**config.mk**
```make
export PLATFORM = sky130hd
export DESIGN_NAME = linear_interp_rational_resampler
export DESIGN_NICKNAME = d
export VERILOG_FILES = /design/src/hdl/lirr_pkg.sv /design/src/hdl/linear_interp_rational_resampler.sv /design/src/hdl/lirr_csr.sv /design/src/hdl/lirr_mul.sv /design/src/hdl/lirr_core.sv
export SDC_FILE = /design/constraint.sdc
export NUM_CORES = 1
export LEC_CHECK = 0
export ABC_AREA = 1
export BUFFER_PORTS_ARGS = -buffer_cell sky130_fd_sc_hd__buf_2
export CORE_MARGIN = 10
export CORE_UTILIZATION = 35
export CTS_BUF_LIST = sky130_fd_sc_hd__clkbuf_4
export DETAILED_ROUTE_END_ITERATION = 8
export PLACE_DENSITY_LB_ADDON = 0.08
export SKIP_CTS_REPAIR_TIMING = 1
export SLEW_MARGIN = 20
export SYNTH_ARGS = -nofsm -noshare
export SYNTH_HDL_FRONTEND = slang
export SYNTH_SLANG_ARGS = --single-unit
```
**constraint.sdc**
```tcl
create_clock -name clock -period 14.3 [get_ports clock]
set_clock_uncertainty 0.15 [all_clocks]
set_input_delay 2.145 -clock clock [delete_from_list [all_inputs] [get_ports clock]]
set_output_delay 2.145 -clock clock [all_outputs]
set_load 0.01 [all_outputs]
```
**src/hdl/lirr_pkg.sv**
```systemverilog
// ----------------------------------------------------------------------------
// Linear interpolation resampler package
// Shared constants, register codes and the control word of the shared
// multiplier.
// ----------------------------------------------------------------------------
package lirr_pkg;

   localparam int SAMPLE_WIDTH_DEF = 16;
   localparam int PHASE_WIDTH_DEF  = 16;
   localparam int MAX_RUN_DEF      = 64;

   localparam int INV_WIDTH  = 32;
   localparam int FRAC_WIDTH = 17;
   localparam int OPB_WIDTH  = FRAC_WIDTH + 1;

   localparam logic [FRAC_WIDTH-1:0] FRAC_ONE  = 17'h10000;
   localparam logic [15:0]           FRAC_HALF = 16'h8000;

   localparam int CSR_DATA_WIDTH = 32;
   localparam int CSR_ADDR_WIDTH = 4;

   localparam logic [1:0] REG_MODULUS_M = 2'd0;
   localparam logic [1:0] REG_STEP_N    = 2'd1;
   localparam logic [1:0] REG_INV_M     = 2'd2;

   localparam logic [INV_WIDTH-1:0] INV_M_RESET = 32'hFFFF_FFFF;

   typedef enum logic [1:0] {
      MUL_LO,
      MUL_HI,
      MUL_DIFF
   } mul_op_type;

   typedef struct packed {
      logic       enable;
      mul_op_type op;
   } mul_ctrl_type;

   function automatic int mul_a_width(input int sample_width, input int phase_width);
      int w;
      w = (phase_width + 2 > sample_width + 1) ? phase_width + 2 : sample_width + 1;
      return w;
   endfunction

endpackage

```
**src/hdl/linear_interp_rational_resampler.sv**
```systemverilog
// Each output word takes three products from the single shared multiplier;
// the input is stalled until the block has finished every word of the
// current sample, and also while it checks a sample that gives no word.
// Reset is synchronous: M = 1, N = 1, reciprocal all ones, phase and the
// previous sample cleared.
// ----------------------------------------------------------------------------
// Linear interpolation rational resampler
// Rational rate M/N resampler that interpolates linearly between the
// previous and the current sample, with a register port for M, N and 1/M.
// ----------------------------------------------------------------------------
module linear_interp_rational_resampler #(
   parameter int SAMPLE_WIDTH = lirr_pkg::SAMPLE_WIDTH_DEF,
   parameter int PHASE_WIDTH  = lirr_pkg::PHASE_WIDTH_DEF,
   parameter int MAX_RUN      = lirr_pkg::MAX_RUN_DEF
) (
   input  logic                                 clock,
   input  logic                                 reset,
   input  logic                                 req_valid,
   output logic                                 req_stall,
   input  logic signed [SAMPLE_WIDTH-1:0]       req_sample,
   output logic                                 rsp_valid,
   input  logic                                 rsp_stall,
   output logic signed [SAMPLE_WIDTH-1:0]       rsp_out_sample,
   output logic                                 rsp_last,
   output logic                                 rsp_overrun,
   input  logic                                 csr_psel,
   input  logic                                 csr_penable,
   input  logic                                 csr_pwrite,
   input  logic [lirr_pkg::CSR_ADDR_WIDTH-1:0]  csr_paddr,
   input  logic [lirr_pkg::CSR_DATA_WIDTH-1:0]  csr_pwdata,
   output logic [lirr_pkg::CSR_DATA_WIDTH-1:0]  csr_prdata,
   output logic                                 csr_pready
);
   import lirr_pkg::*;

   localparam int PROD_WIDTH = mul_a_width(SAMPLE_WIDTH, PHASE_WIDTH) + OPB_WIDTH;

   logic [PHASE_WIDTH-1:0]        modulus_m;
   logic [PHASE_WIDTH-1:0]        step_n;
   logic [INV_WIDTH-1:0]          inv_m;
   mul_ctrl_type                  mul_ctrl;
   logic [PHASE_WIDTH:0]          mul_phase;
   logic signed [SAMPLE_WIDTH:0]  mul_diff;
   logic [FRAC_WIDTH-1:0]         mul_frac;
   logic signed [PROD_WIDTH-1:0]  mul_product;

   lirr_csr #(
      .PHASE_WIDTH (PHASE_WIDTH)
   ) u_csr (
      .clock       (clock),
      .reset       (reset),
      .csr_psel    (csr_psel),
      .csr_penable (csr_penable),
      .csr_pwrite  (csr_pwrite),
      .csr_paddr   (csr_paddr),
      .csr_pwdata  (csr_pwdata),
      .csr_prdata  (csr_prdata),
      .csr_pready  (csr_pready),
      .modulus_m   (modulus_m),
      .step_n      (step_n),
      .inv_m       (inv_m)
   );

   lirr_mul #(
      .SAMPLE_WIDTH (SAMPLE_WIDTH),
      .PHASE_WIDTH  (PHASE_WIDTH),
      .PROD_WIDTH   (PROD_WIDTH)
   ) u_mul (
      .clock   (clock),
      .ctrl    (mul_ctrl),
      .phase   (mul_phase),
      .diff    (mul_diff),
      .frac    (mul_frac),
      .inv_m   (inv_m),
      .product (mul_product)
   );

   lirr_core #(
      .SAMPLE_WIDTH (SAMPLE_WIDTH),
      .PHASE_WIDTH  (PHASE_WIDTH),
      .MAX_RUN      (MAX_RUN),
      .PROD_WIDTH   (PROD_WIDTH)
   ) u_core (
      .clock          (clock),
      .reset          (reset),
      .req_valid      (req_valid),
      .req_stall      (req_stall),
      .req_sample     (req_sample),
      .rsp_valid      (rsp_valid),
      .rsp_stall      (rsp_stall),
      .rsp_out_sample (rsp_out_sample),
      .rsp_last       (rsp_last),
      .rsp_overrun    (rsp_overrun),
      .modulus_m      (modulus_m),
      .step_n         (step_n),
      .mul_ctrl       (mul_ctrl),
      .mul_phase      (mul_phase),
      .mul_diff       (mul_diff),
      .mul_frac       (mul_frac),
      .mul_product    (mul_product)
   );

endmodule

```
**src/hdl/lirr_csr.sv**
```systemverilog
// ----------------------------------------------------------------------------
// Resampler register file
// Holds the modulus, the step and the reciprocal of the modulus, written
// and read over the register port.
// ----------------------------------------------------------------------------
module lirr_csr #(
   parameter int PHASE_WIDTH = lirr_pkg::PHASE_WIDTH_DEF
) (
   input  logic                                  clock,
   input  logic                                  reset,
   input  logic                                  csr_psel,
   input  logic                                  csr_penable,
   input  logic                                  csr_pwrite,
   input  logic [lirr_pkg::CSR_ADDR_WIDTH-1:0]   csr_paddr,
   input  logic [lirr_pkg::CSR_DATA_WIDTH-1:0]   csr_pwdata,
   output logic [lirr_pkg::CSR_DATA_WIDTH-1:0]   csr_prdata,
   output logic                                  csr_pready,
   output logic [PHASE_WIDTH-1:0]                modulus_m,
   output logic [PHASE_WIDTH-1:0]                step_n,
   output logic [lirr_pkg::INV_WIDTH-1:0]        inv_m
);
   import lirr_pkg::*;

   logic [PHASE_WIDTH-1:0] modulus_m_ff;
   logic [PHASE_WIDTH-1:0] step_n_ff;
   logic [INV_WIDTH-1:0]   inv_m_ff;
   logic                   write_en;
   logic [1:0]             reg_index;

   assign write_en  = csr_psel && csr_penable && csr_pwrite;
   assign reg_index = csr_paddr[3:2];

   always_ff @(posedge clock) begin
      if (reset) begin
         modulus_m_ff <= PHASE_WIDTH'(1);
         step_n_ff    <= PHASE_WIDTH'(1);
         inv_m_ff     <= INV_M_RESET;
      end else if (write_en) begin
         unique case (reg_index)
            REG_MODULUS_M: modulus_m_ff <= csr_pwdata[PHASE_WIDTH-1:0];
            REG_STEP_N:    step_n_ff    <= csr_pwdata[PHASE_WIDTH-1:0];
            REG_INV_M:     inv_m_ff     <= csr_pwdata[INV_WIDTH-1:0];
            default: ;
         endcase
      end
   end

   always_comb begin
      unique case (reg_index)
         REG_MODULUS_M: csr_prdata = CSR_DATA_WIDTH'(modulus_m_ff);
         REG_STEP_N:    csr_prdata = CSR_DATA_WIDTH'(step_n_ff);
         REG_INV_M:     csr_prdata = CSR_DATA_WIDTH'(inv_m_ff);
         default:       csr_prdata = '0;
      endcase
   end

   assign csr_pready = 1'b1;
   assign modulus_m  = modulus_m_ff;
   assign step_n     = step_n_ff;
   assign inv_m      = inv_m_ff;

endmodule

```
**src/hdl/lirr_mul.sv**
```systemverilog
// ----------------------------------------------------------------------------
// Resampler shared multiplier
// One registered signed multiplier whose operands are chosen by the
// sequencer: phase by either half of the reciprocal, or difference by
// fraction.
// ----------------------------------------------------------------------------
module lirr_mul #(
   parameter int SAMPLE_WIDTH = lirr_pkg::SAMPLE_WIDTH_DEF,
   parameter int PHASE_WIDTH  = lirr_pkg::PHASE_WIDTH_DEF,
   parameter int PROD_WIDTH   = lirr_pkg::mul_a_width(SAMPLE_WIDTH, PHASE_WIDTH)
                                + lirr_pkg::OPB_WIDTH
) (
   input  logic                                 clock,
   input  lirr_pkg::mul_ctrl_type               ctrl,
   input  logic [PHASE_WIDTH:0]                 phase,
   input  logic signed [SAMPLE_WIDTH:0]         diff,
   input  logic [lirr_pkg::FRAC_WIDTH-1:0]      frac,
   input  logic [lirr_pkg::INV_WIDTH-1:0]       inv_m,
   output logic signed [PROD_WIDTH-1:0]         product
);
   import lirr_pkg::*;

   localparam int AW = PROD_WIDTH - OPB_WIDTH;

   logic signed [AW-1:0]         opa;
   logic signed [OPB_WIDTH-1:0]  opb;
   logic signed [PROD_WIDTH-1:0] product_ff;

   always_comb begin
      unique case (ctrl.op)
         MUL_LO: begin
            opa = AW'($signed({1'b0, phase}));
            opb = $signed({2'b00, inv_m[15:0]});
         end
         MUL_HI: begin
            opa = AW'($signed({1'b0, phase}));
            opb = $signed({2'b00, inv_m[31:16]});
         end
         MUL_DIFF: begin
            opa = AW'(diff);
            opb = $signed({1'b0, frac});
         end
         default: begin
            opa = '0;
            opb = '0;
         end
      endcase
   end

   always_ff @(posedge clock) begin
      if (ctrl.enable) begin
         product_ff <= opa * opb;
      end
   end

   assign product = product_ff;

endmodule

```
**src/hdl/lirr_core.sv**
```systemverilog
// ----------------------------------------------------------------------------
// Resampler sequencer
// Keeps phase and previous sample, steps the shared multiplier through
// the three products of each output word and holds the output register.
// ----------------------------------------------------------------------------
module lirr_core #(
   parameter int SAMPLE_WIDTH = lirr_pkg::SAMPLE_WIDTH_DEF,
   parameter int PHASE_WIDTH  = lirr_pkg::PHASE_WIDTH_DEF,
   parameter int MAX_RUN      = lirr_pkg::MAX_RUN_DEF,
   parameter int PROD_WIDTH   = lirr_pkg::mul_a_width(SAMPLE_WIDTH, PHASE_WIDTH)
                                + lirr_pkg::OPB_WIDTH
) (
   input  logic                               clock,
   input  logic                               reset,
   input  logic                               req_valid,
   output logic                               req_stall,
   input  logic signed [SAMPLE_WIDTH-1:0]     req_sample,
   output logic                               rsp_valid,
   input  logic                               rsp_stall,
   output logic signed [SAMPLE_WIDTH-1:0]     rsp_out_sample,
   output logic                               rsp_last,
   output logic                               rsp_overrun,
   input  logic [PHASE_WIDTH-1:0]             modulus_m,
   input  logic [PHASE_WIDTH-1:0]             step_n,
   output lirr_pkg::mul_ctrl_type             mul_ctrl,
   output logic [PHASE_WIDTH:0]               mul_phase,
   output logic signed [SAMPLE_WIDTH:0]       mul_diff,
   output logic [lirr_pkg::FRAC_WIDTH-1:0]    mul_frac,
   input  logic signed [PROD_WIDTH-1:0]       mul_product
);
   import lirr_pkg::*;

   localparam int CW = $clog2(MAX_RUN + 1);
   localparam int SW = SAMPLE_WIDTH;
   localparam int PW = PHASE_WIDTH;

   typedef enum logic [2:0] {
      S_IDLE,
      S_CHECK,
      S_HI,
      S_FRAC,
      S_DIFF,
      S_EMIT
   } state_type;

   state_type              state_ff, state_in;
   logic [PW:0]            phase_ff, phase_in;
   logic signed [SW-1:0]   prev_ff, prev_in;
   logic signed [SW-1:0]   curr_ff, curr_in;
   logic signed [SW:0]     diff_ff, diff_in;
   logic [CW-1:0]          count_ff, count_in;
   logic [PW:0]            lo_part_ff, lo_part_in;
   logic [FRAC_WIDTH-1:0]  frac_ff, frac_in;
   logic                   rsp_valid_ff, rsp_valid_in;
   logic signed [SW-1:0]   rsp_sample_ff, rsp_sample_in;
   logic                   rsp_last_ff, rsp_last_in;
   logic                   rsp_overrun_ff, rsp_overrun_in;

   logic [PW:0]            m_ext;
   logic [PW:0]            phase_next;
   logic [CW-1:0]          count_next;
   logic                   run_cut;
   logic                   out_free;
   logic [PW+17:0]         frac_sum;
   logic [PROD_WIDTH-1:0]  rnd_sum;
   logic signed [SW+1:0]   delta;
   logic signed [SW+2:0]   sum_wide;
   logic signed [SW-1:0]   sample_sat;

   assign m_ext      = {1'b0, modulus_m};
   assign phase_next = phase_ff + (PW+1)'(step_n);
   assign count_next = count_ff + CW'(1);
   assign run_cut    = (count_next == CW'(MAX_RUN));
   assign out_free   = !rsp_valid_ff || !rsp_stall;
   assign frac_sum   = (PW+18)'(mul_product[PW+16:0]) + (PW+18)'(lo_part_ff);
   assign rnd_sum    = mul_product + PROD_WIDTH'(FRAC_HALF);
   assign delta      = $signed(rnd_sum[SW+17:16]);
   assign sum_wide   = $signed({{3{prev_ff[SW-1]}}, prev_ff}) + $signed({delta[SW+1], delta});

   always_comb begin
      if ((sum_wide[SW+2:SW-1] == '0) || (sum_wide[SW+2:SW-1] == '1)) begin
         sample_sat = sum_wide[SW-1:0];
      end else if (sum_wide[SW+2]) begin
         sample_sat = $signed({1'b1, {(SW-1){1'b0}}});
      end else begin
         sample_sat = $signed({1'b0, {(SW-1){1'b1}}});
      end
   end

   always_comb begin
      state_in        = state_ff;
      phase_in        = phase_ff;
      prev_in         = prev_ff;
      curr_in         = curr_ff;
      diff_in         = diff_ff;
      count_in        = count_ff;
      lo_part_in      = lo_part_ff;
      frac_in         = frac_ff;
      rsp_valid_in    = rsp_valid_ff && rsp_stall;
      rsp_sample_in   = rsp_sample_ff;
      rsp_last_in     = rsp_last_ff;
      rsp_overrun_in  = rsp_overrun_ff;
      mul_ctrl.enable = 1'b0;
      mul_ctrl.op     = MUL_LO;
      unique case (state_ff)
         S_IDLE: begin
            if (req_valid) begin
               curr_in  = req_sample;
               diff_in  = $signed({req_sample[SW-1], req_sample})
                        - $signed({prev_ff[SW-1], prev_ff});
               count_in = '0;
               state_in = S_CHECK;
            end
         end
         S_CHECK: begin
            if (phase_ff < m_ext) begin
               mul_ctrl.enable = 1'b1;
               mul_ctrl.op     = MUL_LO;
               state_in        = S_HI;
            end else begin
               phase_in = phase_ff - m_ext;
               prev_in  = curr_ff;
               state_in = S_IDLE;
            end
         end
         S_HI: begin
            mul_ctrl.enable = 1'b1;
            mul_ctrl.op     = MUL_HI;
            lo_part_in      = mul_product[PW+16:16];
            state_in        = S_FRAC;
         end
         S_FRAC: begin
            if (frac_sum > (PW+18)'(FRAC_ONE)) begin
               frac_in = FRAC_ONE;
            end else begin
               frac_in = frac_sum[FRAC_WIDTH-1:0];
            end
            state_in = S_DIFF;
         end
         S_DIFF: begin
            mul_ctrl.enable = 1'b1;
            mul_ctrl.op     = MUL_DIFF;
            state_in        = S_EMIT;
         end
         S_EMIT: begin
            if (out_free) begin
               rsp_valid_in  = 1'b1;
               rsp_sample_in = sample_sat;
               priority if (phase_next >= m_ext) begin
                  rsp_last_in    = 1'b1;
                  rsp_overrun_in = 1'b0;
                  phase_in       = phase_next - m_ext;
                  prev_in        = curr_ff;
                  state_in       = S_IDLE;
               end else if (run_cut) begin
                  rsp_last_in    = 1'b1;
                  rsp_overrun_in = 1'b1;
                  phase_in       = '0;
                  prev_in        = curr_ff;
                  state_in       = S_IDLE;
               end else begin
                  rsp_last_in    = 1'b0;
                  rsp_overrun_in = 1'b0;
                  phase_in       = phase_next;
                  count_in       = count_next;
                  state_in       = S_CHECK;
               end
            end
         end
         default: state_in = S_IDLE;
      endcase
   end

   always_ff @(posedge clock) begin
      if (reset) begin
         state_ff     <= S_IDLE;
         phase_ff     <= '0;
         prev_ff      <= '0;
         count_ff     <= '0;
         rsp_valid_ff <= 1'b0;
      end else begin
         state_ff     <= state_in;
         phase_ff     <= phase_in;
         prev_ff      <= prev_in;
         count_ff     <= count_in;
         rsp_valid_ff <= rsp_valid_in;
      end
      curr_ff        <= curr_in;
      diff_ff        <= diff_in;
      lo_part_ff     <= lo_part_in;
      frac_ff        <= frac_in;
      rsp_sample_ff  <= rsp_sample_in;
      rsp_last_ff    <= rsp_last_in;
      rsp_overrun_ff <= rsp_overrun_in;
   end

   assign req_stall      = (state_ff != S_IDLE);
   assign rsp_valid      = rsp_valid_ff;
   assign rsp_out_sample = rsp_sample_ff;
   assign rsp_last       = rsp_last_ff;
   assign rsp_overrun    = rsp_overrun_ff;
   assign mul_phase      = phase_ff;
   assign mul_diff       = diff_ff;
   assign mul_frac       = frac_ff;

`ifndef NO_ASSERTIONS
   a_overrun_is_last: assert property (@(posedge clock) disable iff (reset)
      (rsp_valid_ff && rsp_overrun_ff) |-> rsp_last_ff)
      else $error("overrun flagged on a word that is not the last");

   a_run_bounded: assert property (@(posedge clock) disable iff (reset)
      (state_ff == S_CHECK) |-> (count_ff < CW'(MAX_RUN)))
      else $error("run count reached its limit before a result check");

   a_frac_bounded: assert property (@(posedge clock) disable iff (reset)
      (state_ff == S_DIFF) |-> (frac_ff <= FRAC_ONE))
      else $error("fraction above one at the final product");

   a_end_word_last: assert property (@(posedge clock) disable iff (reset)
      (state_ff == S_EMIT && state_in == S_IDLE) |=> (rsp_valid_ff && rsp_last_ff))
      else $error("run ended without a last word");
`endif

endmodule

```
# After elaboration in Yosys (flattened, before gate mapping)
# Index checks and enable logic that the tools add are counted.
# Widths: inputs -> output; s select.
[classes] n_addsub=8 n_reduce_logical=24 mux=31 order_cmp=3 n_eq_ne=17 n_mul=1
[ops] op="$mux 16" count=6
[ops] op="$pmux 32 s3" count=1
[ops] op="$mux 17" count=4
[ops] op="$pmux 17 s3" count=1
[ops] op="$pmux 18 s2" count=1
[ops] op="$add 33x17->34" count=1
[ops] op="$add 34x16->34 const B" count=1
[ops] op="$gt 34x17->1 const B" count=1
[ops] op="$mul 18x18->34" count=1
[ops] op="$pmux 17 s2" count=1
[ops] op="$sub 17x16->17" count=2
[ops] op="$pmux 16 s2" count=1
[ops] op="$mux 7" count=4
[ops] op="$add 16x18->19" count=1
[ops] op="$pmux 3 s6" count=1
[ops] op="$add 17x16->17" count=1
[ops] op="$ge 17x16->1" count=1
[ops] op="$lt 17x16->1" count=1
[ops] op="$sub 16x16->17" count=1
[ops] op="$pmux 7 s2" count=1
[ops] op="$mux 3" count=4
[ops] op="$reduce_and 2->1" count=6
[ops] op="$pmux 3 s3" count=1
[ops] op="$ne 2x2->1 const B" count=4
[ops] op="other kinds (24)" count=37
[word_totals] ff_bits=227 wordCells=100 in_bits=59 output_inout_bits=53

# Longest topological paths before layout
# Gate-level depths: netlist of run 1.
[depth] word_depth=7 ltp_mapped=31 depth_no_buf=30

# By module
# From an unflattened synthesis of run 1, not the netlist that was laid out.
[hier_totals] cells_unflattened=3940 hier_area_um2=28940.3
[by_module_without_submodules] module="lirr_mul" n_inst=1 area_per_inst_um2=14531.4 seq_area_each_um2=1081.0 cells_each=1861
[by_module_without_submodules] module="lirr_core" n_inst=1 area_per_inst_um2=11514.8 seq_area_each_um2=3433.3 cells_each=1638
[by_module_without_submodules] module="lirr_csr" n_inst=1 area_per_inst_um2=2894.0 seq_area_each_um2=1281.2 cells_each=441

# Worst setup path after synthesis of run 1
# Ideal clock, no wire load.
[synth_path] path_type="flip-flop to flip-flop" start="register u_core.state_ff[2]" end="register u_mul.product_ff[30] (netlist: u_mul.product[30]), data pin" setup_time_ns=0.262 required_ns=13.888 path_stages_with_launch=30 slack_ns=7.473 period_less_slack_ns=6.827 n_path_buf=2 arrival_ns=6.415 path_cell_list="dfxtp_1 -> inv_1 -> nand3_1 -> inv_1 -> buf_2 -> a221oi_2 -> clkbuf_1 -> nor2_1 -> fa_1 -> inv_1 -> fa_1 -> fa_1 -> inv_1 -> fa_1 -> fa_1 -> inv_1 -> fa_1 -> inv_1 -> ha_1 -> nand2_1 -> inv_1 -> nand2_1 -> nor3_1 -> nand4_1 -> nand3_1 -> nand3_1 -> nand2_1 -> a21oi_1 -> o21bai_1 -> xor2_1"
[synth_via] elab_chain_cells=6 word_cells_on_any_way=11 classes_between="mul: 1; eq/ne: 5; mux: 3; reduce/logical: 2"
[synth_rtl] element="start: declaration" line="lirr_core.sv:46" rtl="state_type state_ff, state_in;"
[synth_rtl] element="start signal: assignment" line="lirr_core.sv:182" rtl="state_ff <= state_in;"
[synth_rtl] element="$eq 3x3->1 (tied with other cells)" line="lirr_core.sv:105" rtl="unique case (state_ff)"
[synth_rtl] element="$pmux 3 s3 *" line="lirr_core.sv:105"
[synth_rtl] element="$eq 2x1->1 or $logic_not 2->1 (tied branches)" line="lirr_mul.sv:30" rtl="unique case (ctrl.op)"
[synth_rtl] element="$reduce_or 2->1 (no source line)"
[synth_rtl] element="$pmux 18 s2" line="lirr_mul.sv:30"
[synth_rtl] element="$mul 18x18->34 *" line="lirr_mul.sv:52" rtl="product_ff <= opa * opb;"
[synth_rtl] element="end signal: assignment" line="lirr_mul.sv:52"
[synth_rtl] element="end: declaration" line="lirr_mul.sv:27" rtl="logic signed [PROD_WIDTH-1:0] product_ff;"
# Mark *: on every way between the ends. The rest lies on a longest branch, timed or not.
# A chain may end at the register's enable or synchronous reset.

# Worst setup path in the final report of run 1
[layout_path] start="register u_core.state_ff[0]" end="register u_mul.product_ff[30] (netlist: u_mul.product[30]), data pin"
# The elaborated chain is that of the path after synthesis.

==> summary.md, run 1 <==
| Metric | Value |
|---|---|
| Post-synth top area share | `22.85%` |
| Slew Limit Fails | `0` |
| #FFs+latches synth | `around 230` |
| EDFF count, synth | `119` |
| Final min period | `roughly 9 ns` |
| Pwr Total | `around 7.8 mW` |
| Most numerous cell on the critical path | `fa_1` |
| Post-Syn Area | `roughly 27000 sq um` |
| Post-DP Area | `28510 sq um` |
| Nature of the critical path endpoint | `flip-flop` |
| Die Area | `between 80000 and 90000 sq um` |
| Net Count, Synth | `around 4000` |
| Area Growth Syn to Fin | `10.10%` |
| Design Area, Final | `slightly below 30000 sq um` |
| Critical path's largest stage delay | `0.81 ns` |
| Synth Area per Inst | `~7.7 sq um` |
| Placer Congestion | `0.8966` |
| Ys async rst share | `0%` |
| Post-DP HPWL | `between 70000 and 80000 um` |
| CP top delay family | `adder cells` |
| Pre-Repair DR Iteration Count | `7` |
| WL/cell | `19.29 um` |
| Antenna-violating nets left | `0` |
| Startpoint Class | `flip-flop` |
| Clk buf depth | `3` |
| TritonCTS clock tree | `done` |
| CTS buffer count | `70` |
| First-pass GRT wire length | `139000 um` |
| Overflow after GRT | `0` |
| Port Buf Inserts | `between 100 and 150` |
| Initial core utilization | `about a third` |
| Most instantiated cells after synthesis | `729 x inv_1, 643 x nand2_1, 439 x nor2_1, 305 x fa_1, 186 x ha_1` |
| Final setup TNS | `0 ns` |
| Setup ws final | `5.396 ns` |
| Synth warnings | `0` |
| Drt drc | `0` |
| Via density | `around 5` |
| Final setup viols | `0` |
| Root buf cell | `clkbuf_4` |
| Clock-pin transition on the worst setup and hold timing paths | `around 0.060 ns` |
| Crit path required time | `between 10 and 15 ns` |
| Io pins | `about 110` |
| WL final | `89500 um` |
| Most frequent cell after synthesis | `inv_1` |
| Initial antenna violation count | `1` |
| Pleak | `15.09 nW` |
| Total of max-cap violations | `0` |
| Largest net degree at the start of global routing | `78` |
| Worst Tran Pin Value | `between 1 and 1.5 ns` |
| Outcome | `completed` |
| Critical Path AT | `9.35 ns` |
| Std-Cell Rows | `about 100` |
| Max-slew headroom | `about 27%` |
| Synth cell types | `between 50 and 60` |
| Synth area leader | `fa_1` |
| Initial drt markers | `between 1000 and 1500` |
| CP max stage cell | `nor2_1` |
| Final hold violations | `0` |
| Top cells by area, synth | `fa_1 23%, edfxtp_1 13%, inv_1 10%, nand2_1 9.0%, ha_1 8.7%` |
| Die width | `296.3 um` |
| Vias | `roughly 23000` |
| Gate Count Post-Synth | `about 3500` |
| Buf/Inv on CP | `5` |
| Fmax | `112.3 MHz` |
| WS Path Type | `reg2reg` |
| Tcrit/Tclk final | `62.27%` |
| Post-synthesis sequential area ratio | `approximately 21%` |
| Main synth FF type | `edfxtp_1` |
| All-Layer GR Usage | `between 20% and 30%` |
| Layout fillers | `8171` |
| Pwr/cell area | `~270 nW/um^2` |
| Unrepaired setup endpoints after global routing | `no` |
| Die Y | `approximately 300 um` |
| Hold WC Path Type | `reg2reg` |
| Sink Count | `~230` |
| Share of layout cells above drive strength 1 | `9.754%` |
| Dpl ws | `about 5.4 ns` |
| Crit Path Max Fanout | `22` |
| Clk Latency, worst-skew pair | `between 0.7 and 0.8 ns` |
| Core ar. | `~76000 sq um` |
| Maximum vdd drop | `between 200 and 300 uV` |
| H-tree levels | `3` |
| Vias in the first global route | `around 23000` |
| NumNets Final | `around 4200` |
cells in the final DEF (no fill, tap or decap), types with 32 or more instances in the layout:
master and instances:
a21oi_1 176, buf_2 108, nand4_1 32, edfxtp_1 119, buf_4 40, ha_1 186
o211ai_1 39, nand3_1 116, dfxtp_1 108, nor2_1 436, o21ai_0 159, xor2_1 85
nand2_1 643, clkbuf_4 102, inv_1 728, xnor2_1 46, fa_1 305
logic make-up after synthesis:
kind of cell	synth area share (%)
AOI/OAI and AO/OA	10.41
xor gates and xnor gates	4.294
adders and majority gates	31.56
buffers and inverters	11.68
DFF	21.46
other	0.01403
and+or+nand+nor	20.57
layer usage:
metal / part of all wire, % / track usage (%)
met3: 4.2 / 2.372
met4: 3.4 / 7.700
met1: 45 / 27.33
met5: 0 / 0
met2: 47 / 35.02
worst reg2reg max path, cell delays in order (launching register included):
cell and delay (ns):
dfxtp_1 0.33, nor2_1 0.19, nand2_1 0.46, nor2_1 0.82, inv_1 0.44, o21ai_1 0.45, clkinv_1 0.55, nor2_1 0.30
fa_1 0.45, fa_1 0.59, fa_1 0.46, fa_1 0.52, fa_1 0.50, inv_1 0.05, fa_1 0.47, inv_1 0.04
ha_1 0.36, nand2_1 0.09, inv_1 0.06, nand2_1 0.06, nor3_1 0.35, nand4_1 0.22, nand3_1 0.19, nand3_1 0.09
nand2_1 0.10, a21oi_1 0.10, o21bai_1 0.16, xor2_1 0.21
final cells by class:
cell class | instances | area [sq um] | area share, %
Sequential cell | 227 | 5736 | 19.49
Multi-Input combinational cell | 2420 | 17930 | 60.93
Clock buffer | 102 | 765.7 | 2.603
Antenna cell | 1 | 2.502 | 0.008505
Timing Repair Buffer | 148 | 840.8 | 2.858
Tap cell | 978 | 1224 | 4.159
Inverter | 741 | 2781 | 9.454
Clock inverter | 22 | 145.1 | 0.4933
power by group:
part	total (mW)	switching (mW)	leakage [nW]	internal [mW]
Sequential	1.22	0.178	1.97	1.05
Clock	0.681	0.318	0.535	0.363
Combinational	5.94	3.82	12.6	2.12
Total	7.85	4.32	15.1	3.53
flip-flops by register name, summed over array words and instances, names as in the netlist:
name / cells
u_core.count_ff: 7
u_core.curr_ff: 16
u_core.lo_part_ff: 17
u_core.mul_diff: 17
u_core.mul_frac: 17
u_core.mul_phase: 17
u_core.prev_ff: 16
u_core.rsp_last: 1
u_core.rsp_out_sample: 16
u_core.rsp_overrun: 1
u_core.rsp_valid: 1
u_core.state_ff: 3
u_csr.inv_m: 32
u_csr.modulus_m: 16
u_csr.step_n: 16
u_mul.product: 34
stage by stage:
stage / instances / hold WS (ns) / utilization, %
global placement: 4514 / 0.3257 / 37.60
floorplan: 3470 / 0.2777 / -
CTS: 4638 / 0.3470 / 38.80
detailed placement: 4514 / 0.3302 / 37.60
global route: 4639 / 0.3653 / 38.80
finish: 4639 / 0.3426 / 38.80
final timing paths:
| check | from | endpoint | slack, ns | cells past startpoint |
|---|---|---|---|---|
| worst min-delay path | u_core.curr_ff[14]$_DFFE_PP_ | u_core.prev_ff[14]$_SDFFE_PP0P_ | 0.34 | 2 |
| worst max-delay path | u_core.state_ff[0]$_SDFFE_PP0P_ | u_mul.product[30]$_DFFE_PP_ | 5.40 | 27 |
| worst min register to register | u_core.curr_ff[14]$_DFFE_PP_ | u_core.prev_ff[14]$_SDFFE_PP0P_ | 0.34 | 2 |
| worst max register to register | u_core.state_ff[0]$_SDFFE_PP0P_ | u_mul.product[30]$_DFFE_PP_ | 5.40 | 27 |
(Power assumes the default switching activity.)
==> inputs of run 2 (changes only) <==
==> constraint.sdc (replaced) <==
create_clock -name clock -period 8.3 [get_ports clock]
set_clock_uncertainty 0.15 [all_clocks]
set_input_delay 1.245 -clock clock [delete_from_list [all_inputs] [get_ports clock]]
set_output_delay 1.245 -clock clock [all_outputs]
set_load 0.01 [all_outputs]
==> run 2 against run 1 <==
  * Non-clock buffer count grew 14
  * Sequential power increased by 73%
  * Core utilization up 0.17 points
  * Hold slack got worse by 0.025 ns
  * Critical path type unchanged
  * Largest cell class unchanged
  * Highest routed layer is now met5
==> summary.md, run 2 (synthesis results as in run 1) <==
| Metric | Value |
|---|---|
| Internal power | `between 6 and 7 mW` |
| Die width | `between 200 and 300 um` |
| Initial core utilization | `between 30% and 40%` |
| Critical Path AT | `slightly above 8 ns` |
| Final min period | `~8 ns` |
| Crit Path Max Fanout | `13` |
| Drt drc | `0` |
| Placed cells | `about 4500` |
| Post-route insts no fill | `4651` |
| Initial antenna violation count | `3` |
| Clock power frac | `roughly 9%` |
| Commonest non-fill, non-tap cell in the layout | `inv_1` |
| TritonCTS clock tree | `done` |
| Pleak | `roughly 15 nW` |
| All-Layer GR Usage | `between 20% and 30%` |
| Vias in the first global route | `23250` |
| First-pass GRT wire length | `around 140000 um` |
| Max-slew headroom | `33.64%` |
| FF-to-FF End | `u_mul.product[30]$_DFFE_PP_` |
| Io pins | `between 100 and 150` |
| Clk buf depth | `3` |
| Share of layout cells above drive strength 1 | `about a tenth` |
| NumNets Final | `about 4200` |
| Sw Ratio | `a little over half` |
| Via density | `4.895` |
| Crit path from | `u_core.state_ff[2]$_SDFFE_PP0P_` |
| GRT met1 Usage | `between 20% and 30%` |
| Outcome | `completed` |
| GR Util met2 | `between 30% and 40%` |
| Tcrit/Tclk final | `around 94%` |
| CTS buffer count | `71` |
| Largest net degree at the start of global routing | `75` |
| Dpl ws | `around 0.4 ns` |
| Hold WC Path Type | `reg2reg` |
| FF-to-FF Start | `u_core.state_ff[2]$_SDFFE_PP0P_` |
| Design Area, Final | `roughly 30000 sq um` |
| Vias | `22770` |
| Fin Hold WS | `approximately 0.32 ns` |
| Largest register FFs | `34` |
| Seq pwr share | `around 16%` |
| Fmax | `128.2 MHz` |
| Final setup TNS | `0 ns` |
| Reg2Reg Setup Slack | `around 0.5 ns` |
| Startpoint Class | `flip-flop` |
| Commonest non-fill, non-tap cells in the layout | `727 x inv_1, 643 x nand2_1, 436 x nor2_1` |
| Layout fillers | `between 8000 and 9000` |
| Critical path's largest stage delay | `roughly 0.59 ns` |
| Grt met3 use | `~2.2%` |
| Std-Cell Rows | `between 100 and 150` |
| Logic gate share of total power | `75.4%` |
| Crit path required time | `approximately 8.8 ns` |
| Post-DP HPWL | `approximately 74000 um` |
| WL/cell | `~20 um` |
| Core ar. | `between 70000 and 80000 sq um` |
| Pre-Repair DR Iteration Count | `7` |
| Final hold violations | `0` |
| Slew Limit Fails | `0` |
| R2R depth | `28` |
| Placer Congestion | `a little under 0.9` |
| CP max stage cell | `a221oi_2` |
| Unrepaired setup endpoints after global routing | `no` |
| Initial drt markers | `between 1500 and 2000` |
| Sink Count | `227` |
| Pwr/cell area | `roughly 460 nW/um^2` |
| Port Buf Inserts | `108` |
| Overflow after GRT | `0` |
| Nature of the critical path endpoint | `flip-flop` |
| Clock-pin transition on the worst setup and hold timing paths | `roughly 0.070 ns` |
| P_sw | `between 7 and 8 mW` |
| Root buf cell | `clkbuf_4` |
| Die Y | `about 300 um` |
| Maximum vdd drop | `roughly 470 uV` |
| WL final | `approximately 90000 um` |
| Clk Latency, worst-skew pair | `about 0.81 ns` |
| Die Area | `approximately 88000 sq um` |
| Total of max-cap violations | `0` |
| H-tree levels | `3` |
| Global route hottest layer | `met2` |
| WS Path Type | `reg2reg` |
| Antenna-violating nets left | `0` |
| Post-DP Area | `between 20000 and 30000 sq um` |
| Area Growth Syn to Fin | `10.60%` |
| Critical Path Sink | `u_mul.product[30]$_DFFE_PP_` |
| Worst Tran Pin Value | `between 0.9 and 1 ns` |
| Setup ws final | `approximately 0.50 ns` |
| Final setup viols | `0` |
==> run 2: changes by cell type in the layout (fill, tap and decap cells not counted), sizes merged <==
cell    change
inv         -1
diode       +1
bufinv      +1
buf        +14
clkinv      -3
==> run 2: power by group through the flow <==
stage | Clock, mW | Sequential, mW | Combinational (mW)
2_1_floorplan | 0 | 1.93 | 7.29
3_3_place_gp | 0 | 2.12 | 10.4
3_5_place_dp | 0 | 2.12 | 10.4
4_1_cts | 1.26 | 2.10 | 10.4
5_1_grt | 1.31 | 2.12 | 11.7
6_report | 1.21 | 2.11 | 10.2
==> run 2: how the worst min path moves through the flow <==
stage / end / cells past startpoint / from / slack (ns)
after floorplan: u_core.lo_part_ff[1]$_DFFE_PP_ / 0 / u_mul.product[17]$_DFFE_PP_ / 0.28
after global placement: u_core.prev_ff[15]$_SDFFE_PP0P_ / 2 / u_core.curr_ff[15]$_DFFE_PP_ / 0.33
after detailed placement: u_core.prev_ff[15]$_SDFFE_PP0P_ / 2 / u_core.curr_ff[15]$_DFFE_PP_ / 0.34
after CTS: u_core.prev_ff[4]$_SDFFE_PP0P_ / 2 / u_core.curr_ff[4]$_DFFE_PP_ / 0.32
after global routing: u_core.prev_ff[5]$_SDFFE_PP0P_ / 2 / u_core.curr_ff[5]$_DFFE_PP_ / 0.36
final: u_core.prev_ff[4]$_SDFFE_PP0P_ / 2 / u_core.curr_ff[4]$_DFFE_PP_ / 0.32
==> run 2: layout make-up <==
type                       count  area, sq um  share of cell area (%)
sequential                   227         5736                   19.41
clock inverter                19        168.9                  0.5716
multi-input combinational   2420        17920                   60.65
timing repair buffer         162        945.9                   3.201
antenna                        2        5.005                 0.01693
tap                          978         1224                   4.141
inverter                     741         2785                   9.424
clock buffer                 102        765.7                   2.591
==> run 2: metal layers <==
layer / up-vias / share of wire, %
li1: 11170 / -
met1: 11010 / 45
met2: 499 / 47
met3: 89 / 4.6
met4: 2 / 2.7
met5: - / 0.014
==> run 2: worst max-delay path: cells and delay by family (launching register included) <==
family | cells | cell delay [ns]
buffers and inverters | 8 | 1.13
xor gates and xnor gates | 1 | 0.22
DFF | 1 | 0.40
and+or+nand+nor | 9 | 1.44
adders and majority gates | 7 | 3.46
AOI/OAI and AO/OA | 3 | 0.85
==> run 2: per-stage QoR <==
stage	util (%)	total power [mW]
2_1_floorplan	-	9.217
5_1_grt	38.98	15.12
4_1_cts	38.97	13.78
6_report	38.98	13.51
3_3_place_gp	37.73	12.55
3_5_place_dp	37.73	12.47
